===== src/rtl/bdh_pkg.sv =====
// Shared types and constants for the button debounce and hold detector.
package bdh_pkg;

  localparam int TIME_W   = 32;
  localparam int CFG_W    = 16;
  localparam int CFG_IDX_W = 2;
  localparam int KIND_W   = 2;

  // register indexes
  localparam logic [CFG_IDX_W-1:0] REG_DEBOUNCE   = 2'd0;
  localparam logic [CFG_IDX_W-1:0] REG_SHORT_HOLD = 2'd1;
  localparam logic [CFG_IDX_W-1:0] REG_LONG_HOLD  = 2'd2;

  localparam logic [CFG_W-1:0] DEBOUNCE_RESET   = 16'd20;
  localparam logic [CFG_W-1:0] SHORT_HOLD_RESET = 16'd1000;
  localparam logic [CFG_W-1:0] LONG_HOLD_RESET  = 16'd3000;

  // event kinds
  localparam logic [KIND_W-1:0] KIND_PRESSED  = 2'd0;
  localparam logic [KIND_W-1:0] KIND_RELEASED = 2'd1;
  localparam logic [KIND_W-1:0] KIND_SHORT    = 2'd2;
  localparam logic [KIND_W-1:0] KIND_LONG     = 2'd3;

  // bit positions in an event mask, in emission order
  localparam int EV_EDGE  = 0;
  localparam int EV_SHORT = 1;
  localparam int EV_LONG  = 2;
  localparam int EV_N     = 3;

  // queue between front and back
  localparam int QDEPTH = 2;
  localparam int QPTR_W = $clog2(QDEPTH);
  localparam int QCNT_W = $clog2(QDEPTH + 1);

  typedef struct packed {
    logic [EV_N-1:0]   mask;
    logic              is_release;
    logic [TIME_W-1:0] stamp;
  } bdh_evset_t;

endpackage


===== src/rtl/bdh_front.sv =====
// Debounce and hold front end: takes ticks, updates state, emits event sets.
module bdh_front
  import bdh_pkg::*;
(
  input  logic                 clk,
  input  logic                 rst,
  input  logic                 cfg_we,
  input  logic [CFG_IDX_W-1:0] cfg_index,
  input  logic [CFG_W-1:0]     cfg_data,
  input  logic                 in_valid,
  output logic                 in_ready,
  input  logic                 pin_level,
  input  logic [TIME_W-1:0]    now_ms,
  input  logic                 q_full,
  output logic                 push,
  output bdh_evset_t           push_data
);

  logic [CFG_W-1:0]  debounce_time;
  logic [CFG_W-1:0]  short_hold_time;
  logic [CFG_W-1:0]  long_hold_time;

  logic              stable_pressed;
  logic [TIME_W-1:0] agree_time;
  logic [TIME_W-1:0] press_time;
  logic              short_fired;
  logic              long_fired;

  logic              pin_down;
  logic              disagree;
  logic [TIME_W-1:0] since;
  logic              flip;
  logic              press_now;
  logic              stable_next;
  logic [TIME_W-1:0] held;
  logic              sf_eff;
  logic              lf_eff;
  logic              short_ev;
  logic              long_ev;
  logic              accept;

  assign in_ready    = ~q_full;
  assign accept      = in_valid & in_ready;

  assign pin_down    = ~pin_level;
  assign disagree    = pin_down != stable_pressed;
  assign since       = now_ms - agree_time;
  assign flip        = disagree && (since >= {{(TIME_W-CFG_W){1'b0}}, debounce_time});
  assign press_now   = flip & pin_down;
  assign stable_next = flip ? pin_down : stable_pressed;

  // a fresh press starts the hold clock at this tick
  assign held        = press_now ? '0 : (now_ms - press_time);
  assign sf_eff      = press_now ? 1'b0 : short_fired;
  assign lf_eff      = press_now ? 1'b0 : long_fired;
  assign short_ev    = stable_next && !sf_eff &&
                       (held >= {{(TIME_W-CFG_W){1'b0}}, short_hold_time});
  assign long_ev     = stable_next && !lf_eff &&
                       (held >= {{(TIME_W-CFG_W){1'b0}}, long_hold_time});

  always_comb begin
    push_data                = '0;
    push_data.mask[EV_EDGE]  = flip;
    push_data.mask[EV_SHORT] = short_ev;
    push_data.mask[EV_LONG]  = long_ev;
    push_data.is_release     = ~pin_down;
    push_data.stamp          = now_ms;
  end

  assign push = accept & (flip | short_ev | long_ev);

  always_ff @(posedge clk) begin
    if (rst) begin
      debounce_time   <= DEBOUNCE_RESET;
      short_hold_time <= SHORT_HOLD_RESET;
      long_hold_time  <= LONG_HOLD_RESET;
    end else if (cfg_we) begin
      case (cfg_index)
        REG_DEBOUNCE:   debounce_time   <= cfg_data;
        REG_SHORT_HOLD: short_hold_time <= cfg_data;
        REG_LONG_HOLD:  long_hold_time  <= cfg_data;
        default: ;
      endcase
    end
  end

  always_ff @(posedge clk) begin
    if (rst) begin
      stable_pressed <= 1'b0;
      agree_time     <= '0;
      press_time     <= '0;
      short_fired    <= 1'b0;
      long_fired     <= 1'b0;
    end else if (accept) begin
      stable_pressed <= stable_next;
      // hold agree_time only while a disagreement is still settling
      if (!disagree || flip) begin
        agree_time <= now_ms;
      end
      if (press_now) begin
        press_time <= now_ms;
      end
      short_fired <= sf_eff | short_ev;
      long_fired  <= lf_eff | long_ev;
    end
  end

endmodule


===== src/rtl/bdh_queue.sv =====
// Small FIFO of event sets between the front end and the output sequencer.
module bdh_queue
  import bdh_pkg::*;
(
  input  logic       clk,
  input  logic       rst,
  input  logic       push,
  input  bdh_evset_t push_data,
  input  logic       pop,
  output logic       q_valid,
  output logic       q_full,
  output bdh_evset_t head
);

  bdh_evset_t        entries [QDEPTH];
  logic [QPTR_W-1:0] wr_ptr;
  logic [QPTR_W-1:0] rd_ptr;
  logic [QCNT_W-1:0] count;

  assign q_valid = count != '0;
  assign q_full  = count == QCNT_W'(QDEPTH);
  assign head    = entries[rd_ptr];

  always_ff @(posedge clk) begin
    if (push) begin
      entries[wr_ptr] <= push_data;
    end
  end

  always_ff @(posedge clk) begin
    if (rst) begin
      wr_ptr <= '0;
      rd_ptr <= '0;
      count  <= '0;
    end else begin
      if (push) begin
        wr_ptr <= (wr_ptr == QPTR_W'(QDEPTH - 1)) ? '0 : wr_ptr + 1'b1;
      end
      if (pop) begin
        rd_ptr <= (rd_ptr == QPTR_W'(QDEPTH - 1)) ? '0 : rd_ptr + 1'b1;
      end
      case ({push, pop})
        2'b10:   count <= count + 1'b1;
        2'b01:   count <= count - 1'b1;
        default: count <= count;
      endcase
    end
  end

endmodule


===== src/rtl/bdh_back.sv =====
// Output sequencer: unpacks event sets into single events on the result channel.
module bdh_back
  import bdh_pkg::*;
(
  input  logic              clk,
  input  logic              rst,
  input  logic              q_valid,
  input  bdh_evset_t        head,
  output logic              pop,
  output logic              out_valid,
  input  logic              out_ready,
  output logic [KIND_W-1:0] event_kind,
  output logic [TIME_W-1:0] event_time,
  output logic              last_event
);

  logic [EV_N-1:0]   pend_mask;
  logic              pend_rel;
  logic [TIME_W-1:0] pend_stamp;

  logic              take;
  logic              have;
  logic              load;
  logic [EV_N-1:0]   src_mask;
  logic              src_rel;
  logic [TIME_W-1:0] src_stamp;
  logic [EV_N-1:0]   rest;
  logic [KIND_W-1:0] kind;

  assign take = ~out_valid | out_ready;
  assign have = pend_mask != '0;
  assign pop  = take & ~have & q_valid;
  assign load = take & (have | q_valid);

  assign src_mask  = have ? pend_mask  : head.mask;
  assign src_rel   = have ? pend_rel   : head.is_release;
  assign src_stamp = have ? pend_stamp : head.stamp;

  // drop the lowest set bit: that is the event going out now
  assign rest = src_mask & (src_mask - 1'b1);

  always_comb begin
    if (src_mask[EV_EDGE]) begin
      kind = src_rel ? KIND_RELEASED : KIND_PRESSED;
    end else if (src_mask[EV_SHORT]) begin
      kind = KIND_SHORT;
    end else begin
      kind = KIND_LONG;
    end
  end

  always_ff @(posedge clk) begin
    if (rst) begin
      out_valid <= 1'b0;
      pend_mask <= '0;
    end else if (take) begin
      out_valid <= load;
      if (load) begin
        pend_mask <= rest;
      end
    end
  end

  always_ff @(posedge clk) begin
    if (load) begin
      pend_rel   <= src_rel;
      pend_stamp <= src_stamp;
      event_kind <= kind;
      event_time <= src_stamp;
      last_event <= rest == '0;
    end
  end

endmodule


===== src/rtl/button_debounce_hold_detector.sv =====
// Top level of the button debounce and hold detector.
//
//   channel  | handshake          | payload
//   ---------+--------------------+------------------------------------
//   config   | cfg_we             | cfg_index, cfg_data
//   tick in  | in_valid/in_ready  | pin_level, now_ms
//   event out| out_valid/out_ready| event_kind, event_time, last_event
//
// A tick is taken every cycle while the two-entry event queue has room; the
// front end settles all state for a tick in the cycle it is taken. A set's
// events leave the queue head one at a time through the output register, one
// per cycle while out_ready is high; last_event marks the last of each set.
// Ticks that raise no event never enter the queue. Reset (rst, synchronous)
// restores the register defaults, clears debounce state and empties the path.
module button_debounce_hold_detector
  import bdh_pkg::*;
(
  input  logic                 clk,
  input  logic                 rst,
  input  logic                 cfg_we,
  input  logic [CFG_IDX_W-1:0] cfg_index,
  input  logic [CFG_W-1:0]     cfg_data,
  input  logic                 in_valid,
  output logic                 in_ready,
  input  logic                 pin_level,
  input  logic [TIME_W-1:0]    now_ms,
  output logic                 out_valid,
  input  logic                 out_ready,
  output logic [KIND_W-1:0]    event_kind,
  output logic [TIME_W-1:0]    event_time,
  output logic                 last_event
);

  logic       push;
  logic       pop;
  logic       q_valid;
  logic       q_full;
  bdh_evset_t push_data;
  bdh_evset_t head;

  bdh_front u_front (
    .clk       (clk),
    .rst       (rst),
    .cfg_we    (cfg_we),
    .cfg_index (cfg_index),
    .cfg_data  (cfg_data),
    .in_valid  (in_valid),
    .in_ready  (in_ready),
    .pin_level (pin_level),
    .now_ms    (now_ms),
    .q_full    (q_full),
    .push      (push),
    .push_data (push_data)
  );

  bdh_queue u_queue (
    .clk       (clk),
    .rst       (rst),
    .push      (push),
    .push_data (push_data),
    .pop       (pop),
    .q_valid   (q_valid),
    .q_full    (q_full),
    .head      (head)
  );

  bdh_back u_back (
    .clk        (clk),
    .rst        (rst),
    .q_valid    (q_valid),
    .head       (head),
    .pop        (pop),
    .out_valid  (out_valid),
    .out_ready  (out_ready),
    .event_kind (event_kind),
    .event_time (event_time),
    .last_event (last_event)
  );

endmodule


===== config.mk =====
export PLATFORM = sky130hd
export DESIGN_NAME = button_debounce_hold_detector
export DESIGN_NICKNAME = d
export VERILOG_FILES = /design/src/rtl/bdh_pkg.sv /design/src/rtl/bdh_front.sv /design/src/rtl/bdh_queue.sv /design/src/rtl/bdh_back.sv /design/src/rtl/button_debounce_hold_detector.sv
export SDC_FILE = /design/constraint.sdc
export NUM_CORES = 1
export LEC_CHECK = 0
export BUFFER_PORTS_ARGS = -buffer_cell sky130_fd_sc_hd__clkbuf_2
export CAP_MARGIN = 20
export CORE_ASPECT_RATIO = 0.6
export CORE_MARGIN = 5
export CORE_UTILIZATION = 31
export DETAILED_ROUTE_END_ITERATION = 8
export GPL_ROUTABILITY_DRIVEN = 0
export HOLD_SLACK_MARGIN = 0.08
export REMOVE_ABC_BUFFERS = 1
export SYNTH_ARGS = -nofsm -noshare
export SYNTH_HDL_FRONTEND = slang
export SYNTH_SLANG_ARGS = --single-unit

===== constraint.sdc =====
create_clock -name clk -period 8.44 [get_ports clk]
set_input_delay 0.422 -clock clk [delete_from_list [all_inputs] [get_ports clk]]
set_output_delay 0.422 -clock clk [all_outputs]
set_load 0.005 [all_outputs]

# [Word-level counts from Yosys, hierarchy flattened]
# Memory sizes are Yosys's and may differ from the RTL's. A register that Yosys moved wholly into a read port is not among the register bits.
# Cells that the tools add are included.
[word_totals] ff_bits=159 mem_bits_rw=72 wordCells=89 mem_count=1
[mem_list] memory="u_queue.entries" depth=2 word_bits=36 rd=1 rd_clocked_by_memory_dff=1 wr=1 line="bdh_queue.sv:15" source="bdh_evset_t entries [QDEPTH];"
[classes] n_addsub=7 order_cmp=3 eq_ne=6 mux=17 n_bitwise=17 n_reduce_logical=21
[op_table] cell="$ge A32 B16 Y1" n=3
[op_table] cell="$mux W32" n=2
[op_table] cell="$sub A32 B32 Y32" n=2
[op_table] cell="$reduce_and A2 Y1" n=7
[op_table] cell="$mux W1" n=12
[op_table] cell="$and A1 B1 Y1" n=6
[op_table] cell="$eq A2 B2 Y1 const B" n=3
[op_table] cell="$or A1 B1 Y1" n=6
[op_table] cell="$logic_and A1 B1 Y1" n=5
[op_table] cell="$eq A2 B1 Y1 const B" n=2
[op_table] cell="$not A1 Y1" n=4
[op_table] cell="$pmux W2 S2" n=1
[op_table] cell="$reduce_bool A2 Y1" n=2
[op_table] cell="$and A3 B3 Y3" n=1
[op_table] cell="$logic_not A1 Y1" n=3
[op_table] cell="$logic_not A3 Y1" n=1
[op_table] cell="$mux W3" n=1
[op_table] cell="$reduce_bool A3 Y1" n=1
[op_table] cell="$sub A3 B1 Y3 const B" n=1
[op_table] cell="$add A1 B1 Y1 const B" n=2
[op_table] cell="$add A2 B1 Y2 const B" n=1
[op_table] cell="$logic_not A2 Y1" n=1
[op_table] cell="$mux W2" n=1
[op_table] cell="$sub A2 B1 Y2 const B" n=1
[op_table] cell="2 further kinds" n=2

# [Depth between registers and ports, before layout]
# Gate-level depths: netlist of run 1.
[depth] ltp_word=13 depth_mapped=37 depth_no_buf=36

# [Modules after synthesis]
# A second synthesis of run 1 with hierarchy kept.
[hier_totals] hier_cells=1477 hier_area_um2=13782.0
[modules_own_cells] module="bdh_front" n_inst=1 cells_each=1281 area_per_inst_um2=9724.3 seq_area_each_um2=2302.2
[modules_own_cells] module="bdh_queue" n_inst=1 cells_each=134 area_per_inst_um2=2797.7 seq_area_each_um2=2262.2
[modules_own_cells] module="bdh_back" n_inst=1 cells_each=62 area_per_inst_um2=1260.0 seq_area_each_um2=1111.1

# [Worst setup path after synthesis of run 1]
# No wires, ideal clock.
[synth_path] path_type="input -> register" from="input port now_ms[0]" to="memory u_queue.entries[1][0] (netlist bit) (enable)" arrival_ns=7.531 t_required_ns=8.007 slack_ns=0.476 path_stages=33 path_cell_list="inv_1 ha_1 fa_1 nand2b_1 a21oi_2 o21ai_1 o21bai_1 xor2_1 ha_1 nand4_1 nor3_1 a2111oi_4 nand4_1 a2111o_1 or4_4 o21ba_2 nand2_1 inv_1 clkbuf_1 nor2_1 ha_1 a21o_1 a21oi_1 nor2b_1 o21ai_0 nand2b_1 a21o_1 nand3_1 nor4bb_1 a311o_1 a21oi_1 a21oi_2 nor2b_1"
[synth_via] elab_chain_len=13 elab_cells_between_ends=22 classes_between="add/sub: 2; order compare: 3; mux: 6; bitwise: 4; reduce/logical: 7"
[synth_rtl] element="start, declared" line="button_debounce_hold_detector.sv:26" source="input logic [TIME_W-1:0] now_ms,"
[synth_rtl] element="branches (longest 9 deep; another with $sub A32 B32 Y32)"
[synth_rtl] element="$or A1 B1 Y1 (*)" line="bdh_front.sv:70" source="assign push = accept & (flip | short_ev | long_ev);"
[synth_rtl] element="$and A1 B1 Y1 (*)" line="bdh_front.sv:70"
[synth_rtl] element="$mux W1 (*)" line="bdh_queue.sv:25" source="if (push) begin"
[synth_rtl] element="$mux W1 (not written as such) (*)" line="bdh_queue.sv:26" source="entries[wr_ptr] <= push_data;"
[synth_rtl] element="end, declared" line="bdh_queue.sv:15"
# Mark *: on every way between the ends.

# [Worst setup path in the final report of run 1]
[layout_path] from="register u_front.agree_time[3]" to="register u_queue.count[1]"
[layout_via] elab_chain_len=13 elab_cells_between_ends=23 classes_between="add/sub: 1; order compare: 3; eq/ne: 2; mux: 5; bitwise: 4; reduce/logical: 8"
[layout_rtl] element="start, declared" line="bdh_front.sv:24" source="logic [TIME_W-1:0] agree_time;"
[layout_rtl] element="start signal, assigned" line="bdh_front.sv:98" source="agree_time <= now_ms;"
[layout_rtl] element="$sub A32 B32 Y32 (*)" line="bdh_front.sv:47" source="assign since = now_ms - agree_time;"
[layout_rtl] element="$ge A32 B16 Y1 (*)" line="bdh_front.sv:48" source="assign flip = disagree && (since >= {{(TIME_W-CFG_W){1'b0}}, debounce_time});"
[layout_rtl] element="$logic_and A1 B1 Y1 (*)" line="bdh_front.sv:48"
[layout_rtl] element="branches (longest 6 deep; another with $ge A32 B16 Y1)"
[layout_rtl] element="$or A1 B1 Y1 (*)" line="bdh_front.sv:70"
[layout_rtl] element="$and A1 B1 Y1 (*)" line="bdh_front.sv:70"
[layout_rtl] element="$eq A2 B1 Y1 or $eq A2 B2 Y1 (tied branches)" line="bdh_queue.sv:42" source="case ({push, pop})"
[layout_rtl] element="$pmux W2 S2 or $reduce_bool A2 Y1 (tied branches)"
[layout_rtl] element="end signal, assigned" line="bdh_queue.sv:43" source="2'b10: count <= count + 1'b1;"
[layout_rtl] element="end signal, assigned" line="bdh_queue.sv:44" source="2'b01: count <= count - 1'b1;"
[layout_rtl] element="end signal, assigned" line="bdh_queue.sv:45" source="default: count <= count;"
[layout_rtl] element="end, declared" line="bdh_queue.sv:18" source="logic [QCNT_W-1:0] count;"
# Marks and branches as above.
# A chain may end at the register's enable or synchronous reset.

==> results of run 1 <==
worst reg2reg max path, delay by kind of cell (launching register included):
kind | cells | cell delay (ns)
compound gates | 17 | 3.55
xor+xnor | 1 | 0.18
fa+ha+maj | 4 | 1.18
buf+inv | 2 | 0.25
flops | 1 | 0.33
simple gates | 10 | 2.26
path summary, 6_finish.rpt:
path	from	endpoint	cells past startpoint
max	u_front.agree_time[3]	u_queue.count[1]	34
min	now_ms[0]	u_queue.entries[1][0]	1
max reg2reg	u_front.agree_time[3]	u_queue.count[1]	34
min reg2reg	u_front.long_hold_time[1]	u_front.long_hold_time[1]	2
logic make-up after synthesis:
group / after synthesis / synth area share [%]
compound gates: 336 / 16.0
xor+xnor: 42 / 2.65
fa+ha+maj: 114 / 10.3
buf+inv: 178 / 5.55
flops: 231 / 41.1
mux: 102 / 7.72
simple gates: 475 / 16.5
per-layer routing:
layer | up-vias | global-route usage, % | routed length, um
met5 | - | 0 | 0
met4 | 0 | 3.26 | 743
met3 | 51 | 4.81 | 4460
met2 | 451 | 20.6 | 14900
met1 | 5524 | 25.8 | 20800
li1 | 5446 | - | -
per-stage QoR:
step                      worst slack, ns  cells  power, W
after floorplan                     0.581   1426   0.00235
after global placement              0.539   2118   0.00279
after detailed placement            0.365   2118   0.00281
after CTS                           0.594   2162   0.00402
after global routing               0.0445   2162   0.00422
final                               0.607   2162   0.00399
sequential cells by signal, summed over array words and instances, names as in the netlist, 16 cells and up, named ones only:
name and flops:
u_back.event_time 32, u_front.debounce_time 16, u_front.short_hold_time 16, u_front.agree_time 32, u_front.press_time 32, u_front.long_hold_time 16, u_queue.entries 72
power groups by stage:
stage | Combinational [W] | Sequential, W | Clock, W
2_1_floorplan | 0.000813 | 0.00154 | 0
3_3_place_gp | 0.00128 | 0.00151 | 0
3_5_place_dp | 0.00129 | 0.00151 | 0
4_1_cts | 0.00130 | 0.00149 | 0.00123
5_1_grt | 0.00145 | 0.00151 | 0.00127
6_report | 0.00131 | 0.00149 | 0.00119
placed cells by master (no fill, tap or decap), types with 7 or more instances in the layout:
cell                        count
sky130_fd_sc_hd__o211ai_1      20
sky130_fd_sc_hd__a211o_1       18
sky130_fd_sc_hd__nand3_1       24
sky130_fd_sc_hd__nand4_1       18
sky130_fd_sc_hd__mux2i_1       66
sky130_fd_sc_hd__inv_1        126
sky130_fd_sc_hd__nand2_1      150
sky130_fd_sc_hd__clkbuf_16     25
sky130_fd_sc_hd__edfxtp_1     108
sky130_fd_sc_hd__a211oi_1       8
sky130_fd_sc_hd__nor4_1         7
sky130_fd_sc_hd__o21ai_0       40
sky130_fd_sc_hd__a21oi_2        7
sky130_fd_sc_hd__o21ai_1       14
sky130_fd_sc_hd__and3_1         9
sky130_fd_sc_hd__nor3_1        19
sky130_fd_sc_hd__buf_4         10
sky130_fd_sc_hd__nor2_1       157
sky130_fd_sc_hd__mux2_2        35
sky130_fd_sc_hd__dfxtp_1      122
sky130_fd_sc_hd__and2_1         7
sky130_fd_sc_hd__nand2b_1      14
sky130_fd_sc_hd__clkbuf_2      91
sky130_fd_sc_hd__ha_1         109
sky130_fd_sc_hd__nor2b_1       13
sky130_fd_sc_hd__or3_1          7
sky130_fd_sc_hd__nor3b_1        9
sky130_fd_sc_hd__xor2_1        17
sky130_fd_sc_hd__o21a_1        11
sky130_fd_sc_hd__xnor2_1       25
sky130_fd_sc_hd__o22ai_1        8
sky130_fd_sc_hd__a21o_1        15
sky130_fd_sc_hd__a21oi_1      126
layout make-up:
type,count,area share [%]
Tap cell,589,4.67
Timing Repair Buffer,103,3.62
Multi-Input combinational cell,1069,47.0
Clock buffer,28,4.04
Sequential cell,231,36.2
Inverter,126,3.00
Clock inverter,16,1.50
==> metrics.txt, run 1 <==
# TYPE chip_impl_metric gauge
chip_impl_info{name="run_status",value="completed"} 1
chip_impl_metric{name="ff_latch_area",unit="mm2"} 0.00571
chip_impl_metric{name="synth_edf_count",unit=""} 108
chip_impl_metric{name="htree_num_levels",unit=""} 1
chip_impl_metric{name="path_max_fanout",unit=""} 13
chip_impl_metric{name="numPortBuffers",unit=""} 92
chip_impl_metric{name="swShare",unit="%"} 33.5
chip_impl_metric{name="first_iter_violations",unit=""} 1189
chip_impl_metric{name="cts_post_setup_buffers_inserted",unit=""} 0
chip_impl_metric{name="syn_area_per_cell",unit="um2"} 9.38
chip_impl_info{name="rsz0062_at_grt",value="no"} 1
chip_impl_metric{name="number_of_iterations_in_the_first_detailed_routing_pass",unit=""} 5
chip_impl_metric{name="hold_ws",unit="ns"} 0.108
chip_impl_metric{name="max_slew_margin",unit="%"} 29.4
chip_impl_metric{name="timing.fmax",unit="MHz"} 128
chip_impl_metric{name="clk_pin_slew",unit="ns"} 0.07
chip_impl_metric{name="cellPowerDensity",unit="mW/mm2"} 253
chip_impl_info{name="synth_top_cells_by_count",value="sky130_fd_sc_hd__nor2_1, sky130_fd_sc_hd__nand2_1, sky130_fd_sc_hd__a21oi_1, sky130_fd_sc_hd__inv_1, sky130_fd_sc_hd__dfxtp_1"} 1
chip_impl_metric{name="regToRegSetupSlack",unit="ns"} 0.61
chip_impl_metric{name="finalWorstPathRequiredPeriod",unit="ns"} 7.83
chip_impl_metric{name="cts_repair_resize_count",unit=""} 0
chip_impl_info{name="crit_path_top_delay_cell",value="sky130_fd_sc_hd__or4_4"} 1
chip_impl_metric{name="pin_count_of_the_biggest_net_entering_global_routing",unit=""} 68
chip_impl_metric{name="final.setup.tns",unit="ns"} 0
chip_impl_metric{name="number_of_global_route_vias_before_repair",unit=""} 10600
chip_impl_metric{name="die_h",unit="um"} 174
chip_impl_metric{name="yosys_warnings",unit=""} 0
chip_impl_info{name="start_kind",value="flop"} 1
chip_impl_metric{name="nNetsFinal",unit=""} 1722
chip_impl_metric{name="inserted_clock_buffers",unit=""} 24
chip_impl_metric{name="routed-via-count",unit=""} 11500
chip_impl_info{name="synth_top_flop_cell",value="sky130_fd_sc_hd__dfxtp_1"} 1
chip_impl_metric{name="routedWlPerCell",unit="um"} 18.9
chip_impl_metric{name="critical_path_buf_inv_count",unit=""} 2
chip_impl_metric{name="die_w",unit="um"} 283
chip_impl_metric{name="fp.coreArea",unit="mm2"} 0.0445
chip_impl_metric{name="grtUsageTotal",unit="%"} 16.0
chip_impl_metric{name="delay_of_the_slowest_critical_path_stage",unit="ns"} 0.56
chip_impl_info{name="synthMostInstantiatedCell",value="sky130_fd_sc_hd__nor2_1"} 1
chip_impl_metric{name="drcViolationCount",unit=""} 0
chip_impl_info{name="worst_setup_path_end_kind",value="flop"} 1
chip_impl_metric{name="finalMaxSlewViolations",unit=""} 0
chip_impl_metric{name="synth_seq_area_share",unit="%"} 41.1
chip_impl_metric{name="start_util",unit="%"} 31.1
chip_impl_metric{name="power.share.combinational",unit="%"} 32.9
chip_impl_metric{name="netlist_area",unit="mm2"} 0.0139
chip_impl_metric{name="post_route_cells_drive_above_1_share",unit="%"} 13.9
chip_impl_info{name="critical-path-top-delay-family",value="compound AO/OA/AOI/OAI gates"} 1
chip_impl_info{name="hold_class",value="in2reg"} 1
chip_impl_metric{name="sinks_on_clock_net",unit=""} 231
chip_impl_metric{name="flow.area_growth_from_synthesis",unit="%"} 13.8
chip_impl_metric{name="hold_viol_final",unit=""} 0
chip_impl_metric{name="dp.final_hpwl",unit="mm"} 31.7
chip_impl_info{name="synth.largest_area_cell",value="sky130_fd_sc_hd__edfxtp_1"} 1
chip_impl_metric{name="cellInternalPower",unit="W"} 0.00266
chip_impl_metric{name="final_core_util",unit="%"} 35.5
chip_impl_metric{name="via_per_inst",unit=""} 5.31
chip_impl_metric{name="io_pins",unit=""} 93
chip_impl_metric{name="grt_first_pass_wirelength",unit="mm"} 62.7
chip_impl_metric{name="maximum_number_of_buffers_from_clock_root_to_sink",unit=""} 3
chip_impl_metric{name="detail_route.wirelength",unit="mm"} 40.9
chip_impl_metric{name="synthesized_flop_and_latch_total",unit=""} 231
chip_impl_info{name="synth.area.top_cells",value="sky130_fd_sc_hd__edfxtp_1, sky130_fd_sc_hd__dfxtp_1, sky130_fd_sc_hd__ha_1"} 1
chip_impl_metric{name="synthesis.instances",unit=""} 1478
chip_impl_metric{name="row_cnt",unit=""} 60
chip_impl_metric{name="setup_violations",unit=""} 0
chip_impl_metric{name="max-cap-violations",unit=""} 0
chip_impl_metric{name="netSwitchingPower",unit="W"} 0.00134
chip_impl_metric{name="required",unit="ns"} 8.91
chip_impl_metric{name="post_cts_hold_buffers",unit=""} 0
chip_impl_metric{name="clock_power_share",unit="%"} 29.9
chip_impl_metric{name="post-synth-top-area-fraction",unit="%"} 23.4
chip_impl_metric{name="max-vdd-ir-drop",unit="mV"} 0.125
chip_impl_metric{name="multi_input_gate_area",unit="mm2"} 0.00742
chip_impl_metric{name="ant_nets",unit=""} 0
chip_impl_metric{name="grt_overflow_total",unit=""} 0
chip_impl_info{name="cts_tree",value="built"} 1
chip_impl_metric{name="die_area",unit="mm2"} 0.0492
chip_impl_metric{name="share_of_flip_flops_with_an_asynchronous_set_or_reset_after_synthesis",unit="%"} 0
chip_impl_metric{name="dpl_cell_area",unit="mm2"} 0.0149
chip_impl_metric{name="ys_types",unit=""} 91
chip_impl_metric{name="worst_ep_arrival_time",unit="ns"} 8.30
chip_impl_metric{name="number_of_antenna_violations_at_the_first_check_in_global_routing",unit=""} 1
chip_impl_metric{name="tightestPinTransition",unit="ns"} 1.05
chip_impl_metric{name="n_fill_cell",unit=""} 4491
chip_impl_metric{name="final.period_utilization",unit="%"} 92.8
chip_impl_info{name="clock-root-buffer",value="sky130_fd_sc_hd__clkbuf_16"} 1
chip_impl_metric{name="skew",unit="ns"} 0.00940
chip_impl_metric{name="final_cell_area",unit="mm2"} 0.0158
chip_impl_metric{name="antenna_cells",unit=""} 0
chip_impl_metric{name="power.leakage",unit="nW"} 6.34
chip_impl_info{name="timing_worst_setup_path_type",value="reg2reg"} 1
chip_impl_metric{name="clock_insertion_delay_worst_skew",unit="ns"} 0.54
chip_impl_metric{name="power.sequential.fraction",unit="%"} 37.2
(Power assumes the default switching activity.)
==> inputs of run 2 (changes only) <==
==> constraint.sdc (replaced) <==
create_clock -name clk -period 7.67 [get_ports clk]
set_input_delay 0.3835 -clock clk [delete_from_list [all_inputs] [get_ports clk]]
set_output_delay 0.3835 -clock clk [all_outputs]
set_load 0.005 [all_outputs]
==> run 2 against run 1 <==
Compared with the run above: sequential power is 12% higher; register-to-register slack worse by 0.24 ns; routed wire length is 1.9% lower; core utilization is 1.1 points higher; maximum frequency is 7.3% higher; die area stayed put; critical path type unchanged; largest cell class unchanged.
==> metrics.txt, run 2 (same netlist as run 1, synthesis figures left out) <==
# TYPE chip_impl_metric gauge
chip_impl_metric{name="multi_input_gate_area",unit="mm2"} 0.00751
chip_impl_metric{name="hold_viol_final",unit=""} 0
chip_impl_metric{name="row_cnt",unit=""} 60
chip_impl_metric{name="htree_num_levels",unit=""} 1
chip_impl_info{name="worst_setup_path_end_kind",value="flop"} 1
chip_impl_metric{name="grt_overflow_total",unit=""} 0
chip_impl_metric{name="via_per_inst",unit=""} 5.16
chip_impl_metric{name="dp.final_hpwl",unit="mm"} 31.4
chip_impl_metric{name="number_of_antenna_violations_at_the_first_check_in_global_routing",unit=""} 1
chip_impl_metric{name="detail_route.wirelength",unit="mm"} 40.1
chip_impl_metric{name="max-cap-violations",unit=""} 0
chip_impl_metric{name="skew",unit="ns"} 0.0372
chip_impl_metric{name="finalWorstPathRequiredPeriod",unit="ns"} 7.30
chip_impl_metric{name="numPortBuffers",unit=""} 92
chip_impl_metric{name="clock_insertion_delay_worst_skew",unit="ns"} 0.57
chip_impl_metric{name="flow.area_growth_from_synthesis",unit="%"} 17.3
chip_impl_info{name="worst_setup_path_startpoint",value="u_front.agree_time[0]"} 1
chip_impl_info{name="worst_hold_startpoint",value="cfg_data[3]"} 1
chip_impl_info{name="mostFrequentLayoutCell",value="sky130_fd_sc_hd__nor2_1"} 1
chip_impl_metric{name="io_pins",unit=""} 93
chip_impl_metric{name="maximum_number_of_buffers_from_clock_root_to_sink",unit=""} 3
chip_impl_metric{name="largest_register_ffs",unit=""} 72
chip_impl_info{name="cts_tree",value="built"} 1
chip_impl_info{name="crit_top_cell",value="sky130_fd_sc_hd__ha_1"} 1
chip_impl_metric{name="die_area",unit="mm2"} 0.0492
chip_impl_info{name="start_kind",value="flop"} 1
chip_impl_metric{name="ant_nets",unit=""} 0
chip_impl_info{name="crit_path_top_delay_cell",value="sky130_fd_sc_hd__or4_4"} 1
chip_impl_metric{name="timing.fmax",unit="MHz"} 137
chip_impl_info{name="timing_worst_setup_path_type",value="reg2reg"} 1
chip_impl_metric{name="post_route_cells_drive_above_1_share",unit="%"} 17.9
chip_impl_info{name="most-common-layout-cells",value="sky130_fd_sc_hd__nor2_1, sky130_fd_sc_hd__nand2_1, sky130_fd_sc_hd__inv_1"} 1
chip_impl_metric{name="hold_ws",unit="ns"} 0.114
chip_impl_metric{name="tightestPinTransition",unit="ns"} 1.11
chip_impl_metric{name="n_fill_cell",unit=""} 4498
chip_impl_metric{name="number_of_iterations_in_the_first_detailed_routing_pass",unit=""} 6
chip_impl_metric{name="first_iter_violations",unit=""} 1096
chip_impl_metric{name="antenna_cells",unit=""} 0
chip_impl_info{name="clock-root-buffer",value="sky130_fd_sc_hd__clkbuf_16"} 1
chip_impl_metric{name="power.leakage",unit="nW"} 6.60
chip_impl_metric{name="routed-via-count",unit=""} 11400
chip_impl_metric{name="sinks_on_clock_net",unit=""} 231
chip_impl_metric{name="grtUsageTotal",unit="%"} 15.8
chip_impl_metric{name="clk_pin_slew",unit="ns"} 0.06
chip_impl_info{name="hold_class",value="in2reg"} 1
chip_impl_metric{name="final.period_utilization",unit="%"} 95.2
chip_impl_metric{name="start_util",unit="%"} 31.1
chip_impl_metric{name="nNetsFinal",unit=""} 1778
chip_impl_metric{name="routedWlPerCell",unit="um"} 18.1
chip_impl_info{name="run_status",value="completed"} 1
chip_impl_metric{name="finalMaxSlewViolations",unit=""} 0
chip_impl_metric{name="pin_count_of_the_biggest_net_entering_global_routing",unit=""} 99
chip_impl_metric{name="setup_violations",unit=""} 0
chip_impl_metric{name="required",unit="ns"} 8.16
chip_impl_metric{name="cellPowerDensity",unit="mW/mm2"} 270
chip_impl_metric{name="grt_first_pass_wirelength",unit="mm"} 62.5
chip_impl_metric{name="fp.coreArea",unit="mm2"} 0.0445
chip_impl_metric{name="delay_of_the_slowest_critical_path_stage",unit="ns"} 0.56
chip_impl_info{name="largest_register",value="u_queue.entries"} 1
chip_impl_metric{name="die_w",unit="um"} 283
chip_impl_metric{name="sum_of_internal_switching_and_leakage_power",unit="W"} 0.00439
chip_impl_metric{name="path_max_fanout",unit=""} 9
chip_impl_metric{name="ff_latch_area",unit="mm2"} 0.00571
chip_impl_metric{name="inserted_clock_buffers",unit=""} 26
chip_impl_metric{name="final_core_util",unit="%"} 36.5
chip_impl_metric{name="max_slew_margin",unit="%"} 26.1
chip_impl_metric{name="die_h",unit="um"} 174
chip_impl_metric{name="drcViolationCount",unit=""} 0
chip_impl_metric{name="number_of_global_route_vias_before_repair",unit=""} 10900
chip_impl_info{name="crit-reg2reg-launch",value="u_front.agree_time[0]"} 1
chip_impl_metric{name="max-vdd-ir-drop",unit="mV"} 0.181
chip_impl_metric{name="worst_ep_arrival_time",unit="ns"} 7.79
[run 2: power breakdown]
group          leakage [nW]  switching (W)  total [W]  internal [W]
logic                  4.17       0.000834    0.00145      0.000614
clock network         0.417       0.000539    0.00127      0.000730
registers              2.02       0.000106    0.00167       0.00157
total                  6.60        0.00148    0.00439       0.00291
[run 2: final timing paths]
path | end | slack, ns | depth (start not counted)
setup / recovery | u_queue.count[1] | 0.37 | 35
setup reg to reg | u_queue.count[1] | 0.37 | 35
hold reg to reg | u_front.short_hold_time[10] | 0.45 | 2
hold / removal | u_front.short_hold_time[3] | 0.11 | 2
[run 2: critical path, delay by kind of cell, from the launching register on]
family | cells | cell delay, ns
and+or+nand+nor | 13 | 2.36
adders and majority gates | 5 | 1.40
AOI/OAI and AO/OA | 13 | 2.61
DFF | 1 | 0.32
buffers and inverters | 3 | 0.43
xor gates and xnor gates | 1 | 0.16
[run 2: per-stage QoR]
step / setup TNS, ns / worst slack, ns / cells / instance area (um2)
final: 0 / 0.369 / 2219 / 16300
after global routing: -0.0251 / -0.0251 / 2219 / 16300
after CTS: 0 / 0.0633 / 2215 / 16100
after detailed placement: -5.79 / -0.165 / 2168 / 15300
after global placement: -0.0205 / -0.0205 / 2168 / 15300
after floorplan: -6.81 / -0.150 / 1426 / 13600
[run 2: area by class of cell]
type | instances | area share, %
Tap cell | 589 | 4.53
Timing Repair Buffer | 157 | 6.00
Multi-Input combinational cell | 1069 | 46.2
Inverter | 126 | 2.91
Clock buffer | 30 | 4.09
Clock inverter | 17 | 1.16
Sequential cell | 231 | 35.1
[run 2: what timing repair did]
item / CTS / global route
setup endpoints to repair: 0 / 70
setup buffers: 0 / 2
resized for setup: 0 / 22
hold buffers: 0 / 0
[run 2: metal layers]
metal	part of all wire, %	wire length (um)	track usage [%]	vias up
li1	-	-	-	5573
met1	51	20400	25.0	5403
met2	39	15500	21.7	430
met3	9.0	3600	3.81	37
met4	1.5	614	2.46	0
met5	0	0	0	-
